### config.mk
export PLATFORM = sky130hd
export DESIGN_NAME = round_robin_thread_scheduler_core
export DESIGN_NICKNAME = d
export VERILOG_FILES = /design/src/hw/rtl/rrts_pkg.sv /design/src/hw/rtl/rrts_slot_cell.sv /design/src/hw/rtl/round_robin_thread_scheduler_core.sv
export SDC_FILE = /design/constraint.sdc
export NUM_CORES = 1
export LEC_CHECK = 0
export ABC_AREA = 0
export BUFFER_PORTS_ARGS = -buffer_cell sky130_fd_sc_hd__buf_2
export CAP_MARGIN = 20
export CELL_PAD_IN_SITES_DETAIL_PLACEMENT = 1
export CELL_PAD_IN_SITES_GLOBAL_PLACEMENT = 1
export CORE_MARGIN = 3
export CORE_UTILIZATION = 40
export CTS_CLUSTER_SIZE = 10
export DETAILED_ROUTE_END_ITERATION = 10
export GPL_TIMING_DRIVEN = 0
export PLACE_DENSITY_LB_ADDON = 0.1
export RECOVER_POWER = 25
export SETUP_SLACK_MARGIN = 0.4
export SKIP_CTS_REPAIR_TIMING = 1
export SYNTH_ARGS = -nofsm -noshare
export SYNTH_HDL_FRONTEND = slang
export SYNTH_SLANG_ARGS = --single-unit
### constraint.sdc
create_clock -name clock -period 3.4 [get_ports clock]
set_input_delay 1.02 -clock clock [delete_from_list [all_inputs] [get_ports clock]]
set_output_delay 1.02 -clock clock [all_outputs]
set_load 0.05 [all_outputs]
### src/hw/rtl/rrts_pkg.sv
// shared types and constants for the round-robin thread scheduler
`timescale 1ns / 1ps
`default_nettype none
package rrts_pkg;
   localparam int unsigned SleepWidth = 32;

   typedef enum logic [1:0] {
      ST_UNUSED   = 2'd0,
      ST_RUNNING  = 2'd1,
      ST_SLEEPING = 2'd2,
      ST_WAITING  = 2'd3
   } status_type;

   typedef enum logic [2:0] {
      REQ_PICK   = 3'd0,
      REQ_CREATE = 3'd1,
      REQ_SLEEP  = 3'd2,
      REQ_TICK   = 3'd3,
      REQ_BLOCK  = 3'd4,
      REQ_POP    = 3'd5,
      REQ_NOP6   = 3'd6,
      REQ_NOP7   = 3'd7
   } req_kind_type;

   // per-slot command broadcast from the controller
   typedef struct packed {
      logic tick;      // count down if sleeping
      logic set_run;   // make running, clear count
      logic set_sleep; // make sleeping with given count (0 counts as 1)
      logic set_wait;  // make waiting
   } slot_cmd_type;
endpackage
`default_nettype wire

### src/hw/rtl/rrts_slot_cell.sv
// one thread slot: status and sleep counter
`timescale 1ns / 1ps
`default_nettype none
module rrts_slot_cell #(
   parameter bit IsIdle = 1'b0
) (
   input  wire logic                            clock,
   input  wire logic                            reset,
   input  wire rrts_pkg::slot_cmd_type          cmd,
   input  wire logic [rrts_pkg::SleepWidth-1:0] sleep_len,
   output rrts_pkg::status_type                 status
);
   rrts_pkg::status_type                 status_ff, status_in;
   logic [rrts_pkg::SleepWidth-1:0]      count_ff, count_in;

   always_comb begin
      status_in = status_ff;
      count_in  = count_ff;
      if (!IsIdle) begin
         if (cmd.set_run) begin
            status_in = rrts_pkg::ST_RUNNING;
            count_in  = '0;
         end else if (cmd.set_sleep) begin
            status_in = rrts_pkg::ST_SLEEPING;
            count_in  = (sleep_len == '0) ? rrts_pkg::SleepWidth'(1) : sleep_len;
         end else if (cmd.set_wait) begin
            status_in = rrts_pkg::ST_WAITING;
         end else if (cmd.tick && status_ff == rrts_pkg::ST_SLEEPING && count_ff != '0) begin
            count_in = count_ff - rrts_pkg::SleepWidth'(1);
            if (count_ff == rrts_pkg::SleepWidth'(1)) status_in = rrts_pkg::ST_RUNNING;
         end
      end
   end

   always_ff @(posedge clock) begin
      if (reset) begin
         status_ff <= IsIdle ? rrts_pkg::ST_RUNNING : rrts_pkg::ST_UNUSED;
         count_ff  <= '0;
      end else begin
         status_ff <= status_in;
         count_ff  <= count_in;
      end
   end

   assign status = status_ff;
endmodule
`default_nettype wire

### src/hw/rtl/round_robin_thread_scheduler_core.sv
// top level of the round-robin thread scheduler
//
// channel  dir  tdata fields (low bit up)                         handshake
// req      in   req_type[2:0] sleep_length[34:3]                   tvalid/tready
// rsp      out  done_ok[0] affected_slot[3:1] running_slot[6:4]    tvalid/tready
//               input_waiting[7]
//
// pick and create scan one slot per cycle, up to THREAD_SLOTS slots per request
// sleep, tick, block and pop skip the scan and execute directly; one request at a time
// reset is synchronous: user slots unused, idle current, empty waiter queue
// a stalled response holds; the next request is taken once it is delivered
`timescale 1ns / 1ps
`default_nettype none
module round_robin_thread_scheduler_core #(
   parameter int unsigned THREAD_SLOTS = 8
) (
   input  wire logic        clock,
   input  wire logic        reset,
   input  wire logic        req_tvalid,
   output logic             req_tready,
   input  wire logic [39:0] req_tdata,  // req_type, sleep_length, zero pad
   output logic             rsp_tvalid,
   input  wire logic        rsp_tready,
   output logic [7:0]       rsp_tdata   // done_ok, affected_slot, running_slot, input_waiting
);
   localparam int unsigned SW = (THREAD_SLOTS > 1) ? $clog2(THREAD_SLOTS) : 1;
   localparam int unsigned CW = $clog2(THREAD_SLOTS + 1);

   typedef enum logic [1:0] {S_IDLE, S_SCAN, S_EXEC, S_RESP} state_type;

   state_type                   state_ff;
   rrts_pkg::req_kind_type      kind_ff;
   logic [rrts_pkg::SleepWidth-1:0] len_ff;
   logic [SW-1:0]               cursor_ff, probe_ff, current_ff, head_ff;
   logic [CW-1:0]               count_ff, steps_ff;
   logic [SW-1:0]               fifo_mem [THREAD_SLOTS];
   logic [SW-1:0]               pop_slot;
   logic                        ok_ff;
   logic [SW-1:0]               aff_ff;
   rrts_pkg::slot_cmd_type      cmd [THREAD_SLOTS];
   rrts_pkg::status_type        status [THREAD_SLOTS];
   logic [SW-1:0]               tail;
   logic [CW:0]                 tail_sum;

   function automatic logic [SW-1:0] nxt(input logic [SW-1:0] i);
      nxt = (32'(i) == THREAD_SLOTS - 1) ? '0 : i + SW'(1);
   endfunction

   assign tail_sum   = (CW+1)'(head_ff) + (CW+1)'(count_ff);
   assign tail       = (32'(tail_sum) >= THREAD_SLOTS) ? SW'(32'(tail_sum) - THREAD_SLOTS)
                                                       : SW'(tail_sum);
   assign req_tready = (state_ff == S_IDLE);
   assign rsp_tvalid = (state_ff == S_RESP);
   assign rsp_tdata  = {count_ff != '0, 3'(current_ff), 3'(aff_ff), ok_ff};

   always_ff @(posedge clock) begin
      pop_slot <= fifo_mem[head_ff];
      if (state_ff == S_EXEC && kind_ff == rrts_pkg::REQ_BLOCK && current_ff != '0
          && status[current_ff] != rrts_pkg::ST_WAITING && 32'(count_ff) < THREAD_SLOTS)
         fifo_mem[tail] <= current_ff;
   end

   genvar g;
   for (g = 0; g < THREAD_SLOTS; g++) begin : g_slot
      always_comb begin
         cmd[g] = '0;
         if (state_ff == S_EXEC) begin
            unique case (kind_ff)
               rrts_pkg::REQ_TICK:  cmd[g].tick = 1'b1;
               rrts_pkg::REQ_SLEEP: cmd[g].set_sleep = (32'(current_ff) == g);
               rrts_pkg::REQ_BLOCK: cmd[g].set_wait = (32'(current_ff) == g);
               rrts_pkg::REQ_POP:   cmd[g].set_run = (count_ff != '0) && (32'(pop_slot) == g);
               default: ;
            endcase
         end else if (state_ff == S_SCAN && kind_ff == rrts_pkg::REQ_CREATE) begin
            cmd[g].set_run = (32'(probe_ff) == g) && (g != 0)
                             && (status[g] == rrts_pkg::ST_UNUSED);
         end
      end
      rrts_slot_cell #(.IsIdle(g == 0)) u_cell (
         .clock(clock), .reset(reset), .cmd(cmd[g]), .sleep_len(len_ff),
         .status(status[g])
      );
   end

   always_ff @(posedge clock) begin
      if (reset) begin
         state_ff   <= S_IDLE;
         cursor_ff  <= SW'(1 % THREAD_SLOTS);
         current_ff <= '0;
         head_ff    <= '0;
         count_ff   <= '0;
      end else begin
         unique case (state_ff)
            S_IDLE: if (req_tvalid) begin
               kind_ff  <= rrts_pkg::req_kind_type'(req_tdata[2:0]);
               len_ff   <= req_tdata[34:3];
               probe_ff <= cursor_ff;
               steps_ff <= '0;
               ok_ff    <= 1'b0;
               aff_ff   <= '0;
               state_ff <= (req_tdata[2:0] == rrts_pkg::REQ_PICK ||
                            req_tdata[2:0] == rrts_pkg::REQ_CREATE) ? S_SCAN : S_EXEC;
            end
            S_SCAN: begin
               if (32'(steps_ff) == THREAD_SLOTS) begin
                  if (kind_ff == rrts_pkg::REQ_PICK) current_ff <= '0;
                  state_ff <= S_RESP;
               end else if (probe_ff != '0 && kind_ff == rrts_pkg::REQ_PICK
                            && status[probe_ff] == rrts_pkg::ST_RUNNING) begin
                  current_ff <= probe_ff;
                  cursor_ff  <= nxt(probe_ff);
                  state_ff   <= S_RESP;
               end else if (probe_ff != '0 && kind_ff == rrts_pkg::REQ_CREATE
                            && status[probe_ff] == rrts_pkg::ST_UNUSED) begin
                  ok_ff    <= 1'b1;
                  aff_ff   <= probe_ff;
                  state_ff <= S_RESP;
               end else begin
                  probe_ff <= nxt(probe_ff);
                  steps_ff <= steps_ff + CW'(1);
               end
            end
            S_EXEC: begin
               if (kind_ff == rrts_pkg::REQ_BLOCK && current_ff != '0) begin
                  ok_ff <= 1'b1;
                  if (status[current_ff] != rrts_pkg::ST_WAITING
                      && 32'(count_ff) < THREAD_SLOTS)
                     count_ff <= count_ff + CW'(1);
               end
               if (kind_ff == rrts_pkg::REQ_POP && count_ff != '0) begin
                  ok_ff    <= 1'b1;
                  aff_ff   <= pop_slot;
                  head_ff  <= nxt(head_ff);
                  count_ff <= count_ff - CW'(1);
               end
               state_ff <= S_RESP;
            end
            S_RESP: if (rsp_tready) state_ff <= S_IDLE;
            default: state_ff <= S_IDLE;
         endcase
      end
   end

`ifndef NO_ASSERTIONS
   a_count_max: assert property (@(posedge clock) disable iff (reset)
      32'(count_ff) <= THREAD_SLOTS) else $error("waiter count overflow");
   a_one_side: assert property (@(posedge clock) disable iff (reset)
      !(req_tready && rsp_tvalid)) else $error("request and response both open");
   a_ok_aff: assert property (@(posedge clock) disable iff (reset)
      rsp_tvalid && rsp_tdata[3:1] != 3'd0 |-> rsp_tdata[0]) else $error("slot without ok");
`endif
endmodule
`default_nettype wire
After elaboration in Yosys (flattened, before gate mapping)
Memory sizes are Yosys's and may differ from the RTL's. A register that Yosys moved wholly into a read port is not among the register bits.
Index checks and enable logic that the tools add are counted.
{"block": "op_classes", "addsub": 14, "n_lt_le_gt_ge": 4, "eq_ne": 65, "n_mux": 148, "bitwise": 4, "reduce_logical": 140}
{"operator": "32-bit 2-to-1 mux", "count": 22}
{"operator": "32-bit by 1-bit equality test with 1-bit output (second input constant)", "count": 7}
{"operator": "32-bit nonzero test", "count": 7}
{"operator": "32-bit by 1-bit subtractor with 32-bit output (second input constant)", "count": 7}
{"operator": "2-bit 2-to-1 mux", "count": 45}
{"operator": "4-bit nonzero test", "count": 15}
{"operator": "1-bit 2-to-1 mux", "count": 52}
{"operator": "3-bit nonzero test", "count": 17}
{"operator": "3-bit equality test (second input constant)", "count": 15}
{"operator": "3-bit 2-to-1 mux", "count": 15}
{"operator": "2-bit AND reduction", "count": 22}
{"operator": "1-bit logical AND", "count": 40}
{"operator": "32-bit logical NOT", "count": 1}
{"operator": "4-bit 2-to-1 mux", "count": 7}
{"operator": "3-bit by 2-bit equality test with 1-bit output (second input constant)", "count": 8}
{"operator": "2-bit by 1-bit != test with 1-bit output (second input constant)", "count": 11}
{"operator": "2-bit nonzero test", "count": 11}
{"operator": "2-bit equality test (second input constant)", "count": 9}
{"operator": "2-bit logical NOT", "count": 9}
{"operator": "3-bit by 1-bit equality test with 1-bit output (second input constant)", "count": 5}
{"operator": "3-bit AND reduction", "count": 5}
{"operator": "7-bit AND reduction", "count": 2}
{"operator": "2-bit OR reduction", "count": 7}
{"operator": "2-bit binary-select mux with 3-bit select", "count": 2}
{"operator": "other kinds (23)", "count": 34}
{"block": "totals", "regBits": 299, "mem_bits_rw": 24, "input_bits": 44, "out_inout_bits": 10, "elab_cells": 408, "n_memories": 1}
{"name": "fifo_mem", "depth": 8, "word_bits": 3, "rd": 1, "rd_ports_with_merged_regs": 1, "write_ports": 1, "line": "round_robin_thread_scheduler_core.sv:36", "text": "logic [SW-1:0] fifo_mem [THREAD_SLOTS];"}

Logic depth before layout (Yosys ltp)
Gate-level depths: netlist (run 1).
{"block": "depth", "word_depth": 10, "depth_mapped": 10, "mapped_depth_nobuf": 10}

By module
A second synthesis (run 1) with hierarchy kept.
{"block": "unflattened", "hier_cells": 2400, "hier_area_um2": 20171.8}
{"module": "rrts_slot_cell (g_slot[4].u_cell ...)", "instances": 4, "cells_each": 312, "area_each_um2": 2421.1, "seq_area_each_um2": 680.7}
{"module": "rrts_slot_cell (g_slot[1].u_cell ...)", "instances": 3, "cells_each": 273, "area_each_um2": 2098.3, "seq_area_each_um2": 680.7}
{"module": "round_robin_thread_scheduler_core", "instances": 1, "cells_each": 329, "area_each_um2": 4170.2, "seq_area_each_um2": 2462.4}
{"module": "rrts_slot_cell (g_slot[0].u_cell)", "instances": 1, "cells_each": 4, "area_each_um2": 22.5, "seq_area_each_um2": 0.0}

Least setup slack after synthesis (run 1)
Ideal clock, no wire load.
{"block": "synth_timing", "kind": "input to register", "start": "in reset", "end": "reg kind_ff[0], enable pin", "setup_time_ns": 0.427, "arrival_time_ns": 3.087, "t_required_ns": 2.973, "slack_ns": -0.114, "stages": 4, "n_path_buf": 3, "path_cell_list": "clkbuf_1 -> clkbuf_1 -> buf_1 -> nor2_1"}
{"block": "synth_between", "elab_chain_cells": 2}
{"item": "start, declared", "line": "round_robin_thread_scheduler_core.sv:18", "text": "input wire logic reset,"}
{"item": "1-bit NOT (no source line)"}
{"item": "3-bit AND reduction (no source line)"}
{"item": "end signal, assigned", "line": "round_robin_thread_scheduler_core.sv:96", "text": "kind_ff <= rrts_pkg::req_kind_type'(req_tdata[2:0]);"}
{"item": "end, declared", "line": "round_robin_thread_scheduler_core.sv:32", "text": "rrts_pkg::req_kind_type kind_ff;"}
Every way passes these cells.
A chain may end at the register's enable or synchronous reset.

Worst setup path in the final report (run 1)
{"block": "layout_timing", "start": "in reset", "end": "reg len_ff[23] (netlist bit), enable pin"}
{"block": "layout_between", "elab_chain_cells": 2}
{"item": "1-bit NOT (no source line)"}
{"item": "3-bit AND reduction (no source line)"}
{"item": "end signal, assigned", "line": "round_robin_thread_scheduler_core.sv:97", "text": "len_ff <= req_tdata[34:3];"}
{"item": "end, declared", "line": "round_robin_thread_scheduler_core.sv:33", "text": "logic [rrts_pkg::SleepWidth-1:0] len_ff;"}
Every way passes these cells.

==> results.md, run 1 <==
* Run status: complete, no violations
* P_leak at 7.06 nW
* First-pass GRT wire length at 107000 um
* Crit path cell chain: buf_2 -> clkbuf_1 -> clkbuf_1 -> clkbuf_1 -> nor2_4 -> buf_12
* Largest family of logic cells by synthesized area: simple AND/OR/NAND/NOR gates
* Largest cells by area after synthesis: dfxtp_1 29%, edfxtp_1 12%, a21oi_1 4.5%
* Initial drt markers at 1328
* Critical path required time at 3.69 ns
* TritonCTS Buffers at 42
* Worst slew pin tran at 1.25 ns
* Placed Instances at 2667
* Rel. slew slack at 16.9%
* Max-slew violation count at 0
* Total global routing track utilization at 29.4%
* Most frequent CP cell: clkbuf_1
* Peak Freq at 316 MHz
* Crit path max fanout at 28
* Largest net degree at the start of global routing at 29
* Drt drc at 0
* Post-synthesis register bit count at 326
* CP Capture Type: flop
* Initial Util at 41.1%
* Initial antenna violation count at 3
* Worst skew pair latency at 0.57 ns
* Post-synth top area share at 29.3%
* Syn avg cell area at 8.63 sq um
* Final #Nets at 2228
* Final Util at 48.1%
* Count leader, synth: dfxtp_1
* Main synth FF type: dfxtp_1
* Post-DRT Antenna Nets at 0
* Post-route cell area at 20500 sq um
* Yosys warns at 0
* Via count at 17.4k
* Fraction of layout cells with a size suffix above 1 at 12.1%
* Final Non-Filler Cells at 2761
* Pwr Density at 467 nW/um^2
* Asr flop ratio synth at 0%
* Synth Area in Adders at 2.52%
* Dpl cell area at 18600 sq um
* Vias in the first global route at 17.6k
* I/O pin count at 54
* Setup-failing EPs final at 0
* RR Startpoint: kind_ff[2]$_DFFE_PP_
* Mapped Cells at 2027
* Area grow syn2layout at 17.2%
* Critical path data arrival time at 3.45 ns
* Final hold viol count at 0
* CP peak stage delay at 0.74 ns
* Post-synthesis mux area share at 2.42%
* CP startpoint: reset
* RSZ-0062 raised after global routing: false
* Root buf cell: clkbuf_16
* Site Rows at 75
* Area leader, netlist: dfxtp_1
* Final Power at 0.00957 W
* Syn nets at 2105
* Tmin final at 3.16 ns
* Compound-Gate Fraction of Synth Area at 20.9%
* Htree depth at 2
* Wirelength per Cell at 25.5 um
* Hold_ws at 0.484 ns
* Via density at 6.31
* Die area at 46300 sq um
* GRT overflow at 0
* Maximum VDD drop at 0.393 mV
* CP Class: input pin to flop
* Routability cong. at 0.927
* Number of max-cap violations at 0
* Final wirelength at 70300 um
* Fin crit share at 93.0%
* Clk pin slew, worst setup/hold paths at 0.06 ns
* Core Area at 42600 sq um
* Clock Tree Buf Depth at 3
* DIE WIDTH at 215 um
* Commonest cells in the netlist: 256 x dfxtp_1, 189 x nor2_1, 158 x a21oi_1
* Hold Startpoint: g_slot[5].u_cell.count_ff[26]$_SDFFE_PP0P_
* IO Port Bufs at 48
* EDFF count, synth at 70
* DRT Pass-1 Iters at 5
* Chip Height at 215 um
* Clock sinks at 326
* Unique cell type count in the Yosys netlist at 77
* HPWL after DPL at 48200 um
* Seq/Total Area, Yosys at 41.3%
* Startpoint types: input pin
* CTS tree: done
* Synthesized area at 17500 sq um
* Post-Synth XOR/XNOR Area at 4.41%
* Hold Crit Class: flop to flop
* Slowest-stage cell, CP: clkbuf_1
* Worst Skew at 0.0155 ns
* Simple-Gate Fraction of Synth Area at 25.1%
-- placed cells by master, fill, tap and decap left out, drive strengths merged, types with 9 or more instances in the layout --
master,instances
dfxtp,256
nor2,189
clkbuf,178
a21oi,158
o21ai,128
nand2,123
nor3,105
nor4,84
nand3,75
buf,75
edfxtp,70
xnor2,55
a211oi,52
inv,45
a31oi,45
or3,41
or4,36
xor2,33
o211ai,32
ha,32
nand4,26
nand2b,23
a22oi,21
and3,20
o311ai,20
a32oi,17
a311oi,17
nor2b,17
and2,15
nand3b,14
mux2,13
mux2i,12
or2,11
and4,9
nor3b,9
-- final cells by class --
class | instances | area, sq um
sequential | 326 | 7230
timing repair buffer | 79 | 489
buffer | 106 | 447
tap | 577 | 722
inverter | 44 | 165
clock inverter | 8 | 37.5
fill | 5100 | 22100
multi-input combinational | 1551 | 10200
antenna | 2 | 5.00
clock buffer | 68 | 1240
-- registers in the layout, indices dropped and copies added (netlist names), 4 cells and up --
name	cells
count_ff	4
fifo_mem	24
g_slot.u_cell.count_ff	224
g_slot.u_cell.status	14
len_ff	32
steps_ff	4
-- cell families after synthesis --
logic type      after synthesis
compound gates              570
xor+xnor                     88
fa+ha+maj                    34
buf+inv                     150
flops                       326
mux                          32
simple gates                827
-- routing by layer --
metal	global-route usage [%]	wire, um
met1	39.2	30900
met2	48.5	32900
met3	4.35	3980
met4	11.3	2530
met5	0	0
-- worst max-delay path, delay by kind of cell --
kind | cells | cell delay [ns]
buffers and inverters | 5 | 2.19
AND/OR/NAND/NOR | 1 | 0.18
-- power by group --
part           internal [W]  leakage [nW]  total (W)  switching [W]
sequential          0.00409          2.71    0.00437       0.000281
clock               0.00249         0.620    0.00425        0.00176
combinational      0.000282          3.73   0.000951       0.000668
-- through the flow --
step	TNS, ns	setup slack (ns)
after floorplan	0	0.460
after global placement	-125.44	-1.04
after detailed placement	-49.29	-0.674
after CTS	-38.17	-0.623
after global routing	0	0.219
final	0	0.238
-- worst paths after layout --
check	slack, ns	cells after the start	to
setup reg to reg	0.34	8	g_slot[2].u_cell.count_ff[14]$_SDFFE_PP0P_
setup / recovery	0.24	6	len_ff[23]$_DFFE_PP_
hold reg to reg	0.48	2	g_slot[5].u_cell.count_ff[26]$_SDFFE_PP0P_
hold / removal	0.48	2	g_slot[5].u_cell.count_ff[26]$_SDFFE_PP0P_
Power figures use the tool's default switching activity.
==> run 2, diff against run 1 <==
clock period = 3.3 ns   (was 3.4 ns; I/O delays follow)
==> run 2 against run 1 <==
  * Clock-buffer cell count is the same
  * Power rose by 2.9%
  * Utilization increased by 0.32 points
  * Sequential cell count stayed put
  * Clock power rose by 4%
  * Non-clock buffer count rose by 5
  * Critical path depth did not move
  * First-iteration DRC count grew 7.2%
  * Register-to-register slack better by 0.04 ns
  * Worst hold slack lost 0.013 ns
  * Clock skew rose by 0.010 ns
  * Critical endpoint unchanged
==> results.md, run 2 (synthesis gave the netlist of run 1 again) <==
* Placed Instances at 2663
* Core Area at 42600 sq um
* Crit path max fanout at 29
* Run status: complete, no violations
* P_sw at 0.00273 W
* Sequential power share at 45.5%
* Hold Crit Class: flop to flop
* Fin Setup TNS at 0 ns
* Wirelength per Cell at 25.1 um
* Top reg by flops: g_slot.u_cell.count_ff
* DIE WIDTH at 215 um
* Critical R2R Capture: g_slot[4].u_cell.count_ff[5]$_SDFFE_PP0P_
* Initial antenna violation count at 3
* Die area at 46300 sq um
* Final Util at 48.4%
* Hold Startpoint: g_slot[5].u_cell.count_ff[26]$_SDFFE_PP0P_
* Hold Path End: g_slot[5].u_cell.count_ff[26]$_SDFFE_PP0P_
* Total global routing track utilization at 28.9%
* Most common cell after layout, fill and taps aside: dfxtp_1
* Layout fillers at 5055
* Routability cong. at 0.892
* Final Non-Filler Cells at 2762
* Vias in the first global route at 17.6k
* Site Rows at 75
* Comb power frac at 9.8%
* Fin crit share at 91.3%
* Critical path required time at 3.58 ns
* Largest net degree at the start of global routing at 36
* Sw frac at 27.7%
* IO Port Bufs at 48
* Rel. slew slack at 19.2%
* Worst slew pin tran at 1.21 ns
* Clock sinks at 326
* Int Pwr at 0.00713 W
* Worst skew pair latency at 0.57 ns
* Total inserted antenna cells at 0
* Clock Tree Buf Depth at 3
* Max-slew violation count at 0
* Most frequent cells in the layout: 253 x dfxtp_1, 181 x nor2_1, 156 x a21oi_1, 126 x o21ai_0, 123 x nand2_1
* Final #Nets at 2232
* RR Startpoint: current_ff[1]$_SDFFE_PP0P_
* Pwr Density at 478 nW/um^2
* FF-to-FF setup slack at 0.38 ns
* Final wirelength at 69200 um
* HPWL after DPL at 48000 um
* Area grow syn2layout at 18.0%
* Startpoint types: input pin
* Max reg flops at 224
* Largest registers: g_slot.u_cell.count_ff x224, len_ff x32, fifo_mem x24
* DRT Pass-1 Iters at 5
* RSZ-0062 raised after global routing: true
* Htree depth at 2
* I/O pin count at 54
* Clock Power Share at 44.7%
* Number of max-cap violations at 0
* Final Power at 0.00986 W
* Maximum VDD drop at 0.441 mV
* Tmin final at 3.01 ns
* Final hold viol count at 0
* CP Class: input pin to flop
* First-pass GRT wire length at 105000 um
* Clk pin slew, worst setup/hold paths at 0.06 ns
* TritonCTS Buffers at 41
* Chip Height at 215 um
* Via density at 6.33
* CP Capture Type: flop
* CTS tree: done
* Peak Freq at 332 MHz
* Initial drt markers at 1423
* GRT overflow at 0
* Hold path cells at 2
* P_leak at 7.17 nW
* Critical path data arrival time at 3.29 ns
* Root buf cell: clkbuf_16
* Post-DRT Antenna Nets at 0
* Worst Skew at 0.0258 ns
* Setup-failing EPs final at 0
* Initial Util at 41.1%
* Via count at 17.5k
* Fraction of layout cells with a size suffix above 1 at 13.1%
* Drt drc at 0
* Reg2reg path depth at 8
## run 2: changes by cell type in the layout (fill, tap and decap cells not counted), moves of 3 or more
cell	change
buf_4	+6
buf_8	-3
clkbuf_1	-8
clkbuf_8	+4
clkinv_1	-3
dfxtp_1	-3
dfxtp_2	+3
nor3_2	-3
nor3_4	+4
nor4_4	+3
or4_1	-4
or4_4	+4
## run 2: worst max-delay path: stages
cell and delay, ns:
buf_2 0.20, clkbuf_1 0.64, clkbuf_1 0.45, clkbuf_1 0.57, nor2_4 0.17, buf_12 0.21
## run 2: power by group through the flow
stage	Sequential (W)	Clock [W]	Combinational, W
6_report	0.00448	0.00441	0.000963
2_1_floorplan	0.00442	0	0.000514
3_3_place_gp	0.00456	0	0.000857
5_1_grt	0.00448	0.00466	0.00103
4_1_cts	0.00448	0.00451	0.000903
3_5_place_dp	0.00456	0	0.000897
## run 2: per-stage QoR
stage | setup WS (ns) | hold slack (ns) | cell area, sq um
6_report | 0.287 | 0.470 | 20600
2_1_floorplan | 0.435 | 0.436 | 17500
4_1_cts | -0.864 | 0.472 | 19900
3_5_place_dp | -0.775 | 0.464 | 18600
3_3_place_gp | -0.841 | 0.452 | 18500
5_1_grt | 0.231 | 0.491 | 20600
## run 2: worst max path at each step
| stage | cells after the start | startpoint | to |
|---|---|---|---|
| global placement | 9 | state_ff[0]$_SDFFE_PP0P_ | g_slot[3].u_cell.count_ff[29]$_SDFFE_PP0P_ |
| floorplan | 5 | current_ff[1]$_SDFFE_PP0P_ | fifo_mem[6][0]$_DFFE_PP_ |
| finish | 6 | reset | len_ff[23]$_DFFE_PP_ |
| global route | 8 | current_ff[1]$_SDFFE_PP0P_ | g_slot[4].u_cell.count_ff[5]$_SDFFE_PP0P_ |
| detailed placement | 9 | state_ff[0]$_SDFFE_PP0P_ | g_slot[5].u_cell.count_ff[28]$_SDFFE_PP0P_ |
| CTS | 8 | state_ff[0]$_SDFFE_PP0P_ | g_slot[5].u_cell.count_ff[10]$_SDFFE_PP0P_ |
## run 2: metal layers
metal	global-route usage [%]	vias up	wire [um]	part of all wire, %
met1	38.9	8793	30700	44
met2	47.1	509	32000	46
li1	-	8011	-	-
met4	12.3	4	2960	4.3
met3	3.69	154	3540	5.1
met5	0	-	34	0.049
## run 2: area by class of cell
class	count	area, sq um	share of cell area [%]
clock inverters	6	56.3	0.273
well taps	577	722	3.50
repair buffers	84	544	2.64
multi-input cells	1551	10200	49.5
clock buffers	68	1240	6.01
flip-flops and latches	326	7230	35.0
inverters	44	165	0.800
plain buffers	106	457	2.21
==> run 3, diff against run 2 <==
BUFFER_PORTS_ARGS = not set   (was -buffer_cell sky130_fd_sc_hd__buf_2)
DONT_BUFFER_PORTS = 1   (was not set)
==> run 3 against run 2 <==
  * Design area fell by 1.5%
  * Utilization fell by 0.75 points
  * Sequential cell count did not move
  * Power fell by 1.0%
  * Final cell count fell by 2.0%
  * Sequential power rose by 0.9%
  * Worst hold slack improved by 0.0027 ns
  * Clock-buffer cell count fell by 1
  * Non-clock buffer count fell by 55
  * Critical path depth rose by 3
  * Highest routed layer is now met4
==> results.md, run 3 (synthesis gave the netlist of run 1 again) <==
* GRT overflow at 0
* Worst Path Buf+Inv at 2
* Int Pwr at 0.00703 W
* Area grow syn2layout at 16.2%
* Final Power at 0.00975 W
* Final wirelength at 68800 um
* Most frequent cells in the layout: 252 x dfxtp_1, 181 x nor2_1, 155 x a21oi_1, 126 x o21ai_0, 122 x nand2_1
* Met2 Use GR at 46.5%
* Critical path required time at 3.52 ns
* Top reg by flops: g_slot.u_cell.count_ff
* Worst skew pair latency at 0.57 ns
* Clock Power Share at 44.4%
* Pre-CTS setup slack at -0.802 ns
* Post-route cell area at 20300 sq um
* Maximum VDD drop at 0.378 mV
* CP Class: flop to flop
* Initial drt markers at 1392
* CTS tree: done
* Grt peak-use layer: met2
* Die area at 46300 sq um
* Largest net degree at the start of global routing at 36
* Sw frac at 27.9%
* Site Rows at 75
* P_sw at 0.00272 W
* Vias in the first global route at 17.1k
* Crit path max fanout at 10
* Max reg flops at 224
* First-pass GRT wire length at 104000 um
* Worst Skew at 0.0296 ns
* Drt drc at 0
* Peak Freq at 337 MHz
* P_leak at 6.89 nW
* Run status: complete, no violations
* Fraction of layout cells with a size suffix above 1 at 11.5%
* I/O pin count at 54
* Total global routing track utilization at 28.7%
* Clock Tree Buf Depth at 3
* Startpoint types: flop
* Critical path data arrival time at 3.18 ns
* CP Capture Type: flop
* Comb power frac at 9.2%
* Root buf cell: clkbuf_16
* Clock sinks at 326
* HPWL after DPL at 47600 um
* Setup WS post-layout at 0.334 ns
* Routability cong. at 0.900
* Initial Util at 41.1%
* Tmin final at 2.97 ns
* Rel. slew slack at 20.2%
* Core Area at 42600 sq um
* RSZ-0062 raised after global routing: true
* Via count at 17.2k
* Crit path cell chain: clkbuf_1 -> inv_1 -> ha_1 -> nor2b_1 -> a211oi_1 -> nand3_1 -> o21ai_0 -> nand2_1 -> a21oi_2
* Met1 Use GR at 38.8%
* IO Port Bufs at 0
* TritonCTS Buffers at 41
* Most common cell after layout, fill and taps aside: dfxtp_1
* Post-DRT Antenna Nets at 0
* Largest registers: g_slot.u_cell.count_ff x224, len_ff x32, fifo_mem x24
* DIE WIDTH at 215 um
* Slowest-stage cell, CP: edfxtp_1
* Clk pin slew, worst setup/hold paths at 0.06 ns
* Setup-failing EPs final at 0
* Final Non-Filler Cells at 2707
* CP peak stage delay at 0.45 ns
* Hold Crit Class: flop to flop
* Sequential power share at 46.3%
* Number of max-cap violations at 0
* Worst slew pin tran at 1.20 ns
* Top delay family on crit path: compound AO/OA/AOI/OAI gates
* Final #Nets at 2177
* Htree depth at 2
* Dpl cell area at 18400 sq um
* Via density at 6.36
* Met3 usage at 3.91%
* Initial antenna violation count at 4
* Placed Instances at 2619
* Wirelength per Cell at 25.4 um
* Chip Height at 215 um
* DRT Pass-1 Iters at 5
* Final hold viol count at 0
* Max-slew violation count at 0
* Fin crit share at 89.9%
* Pwr Density at 480 nW/um^2
[run 3: metal layers]
layer | routed length, um | part of all wire (%) | vias to the layer above
met1 | 30600 | 44 | 8628
met3 | 4000 | 5.8 | 160
met2 | 30900 | 45 | 530
li1 | - | - | 7895
met5 | 0 | 0 | -
met4 | 3280 | 4.8 | 0
[run 3: final timing paths]
kind | start | to | slack, ns | cells past startpoint
max | probe_ff[0]$_DFFE_PP_ | aff_ff[0]$_DFFE_PP_ | 0.33 | 9
max reg2reg | probe_ff[0]$_DFFE_PP_ | aff_ff[0]$_DFFE_PP_ | 0.33 | 9
min reg2reg | g_slot[5].u_cell.count_ff[26]$_SDFFE_PP0P_ | g_slot[5].u_cell.count_ff[26]$_SDFFE_PP0P_ | 0.47 | 2
min | g_slot[5].u_cell.count_ff[26]$_SDFFE_PP0P_ | g_slot[5].u_cell.count_ff[26]$_SDFFE_PP0P_ | 0.47 | 2
[run 3: power by group through the flow]
stage / logic [W] / registers (W) / clock network [W]
finish: 0.000900 / 0.00452 / 0.00433
global route: 0.000965 / 0.00452 / 0.00457
CTS: 0.000829 / 0.00451 / 0.00441
detailed placement: 0.000822 / 0.00460 / 0
global placement: 0.000780 / 0.00460 / 0
floorplan: 0.000514 / 0.00442 / 0
[run 3: area by class of cell]
cell class | count | area (sq um)
inverters | 44 | 169
diodes | 1 | 2.50
fillers | 5033 | 22300
flip-flops and latches | 326 | 7240
repair buffers | 29 | 258
well taps | 577 | 722
plain buffers | 106 | 455
multi-input cells | 1551 | 10200
clock buffers | 67 | 1210
clock inverters | 6 | 57.6
[run 3: worst register-to-register path: stages (launching register included)]
cell	delay [ns]
edfxtp_1	0.45
clkbuf_1	0.41
inv_1	0.13
ha_1	0.25
nor2b_1	0.14
a211oi_1	0.37
nand3_1	0.24
o21ai_0	0.24
nand2_1	0.13
a21oi_2	0.27
[run 3: metrics by stage]
step                util [%]  hold WS (ns)  setup TNS, ns
CTS                     46.0         0.469         -39.49
floorplan                  -         0.436              0
global route            47.7         0.491              0
detailed placement      43.1         0.460         -41.11
finish                  47.7         0.473              0
global placement        42.8         0.453         -86.86
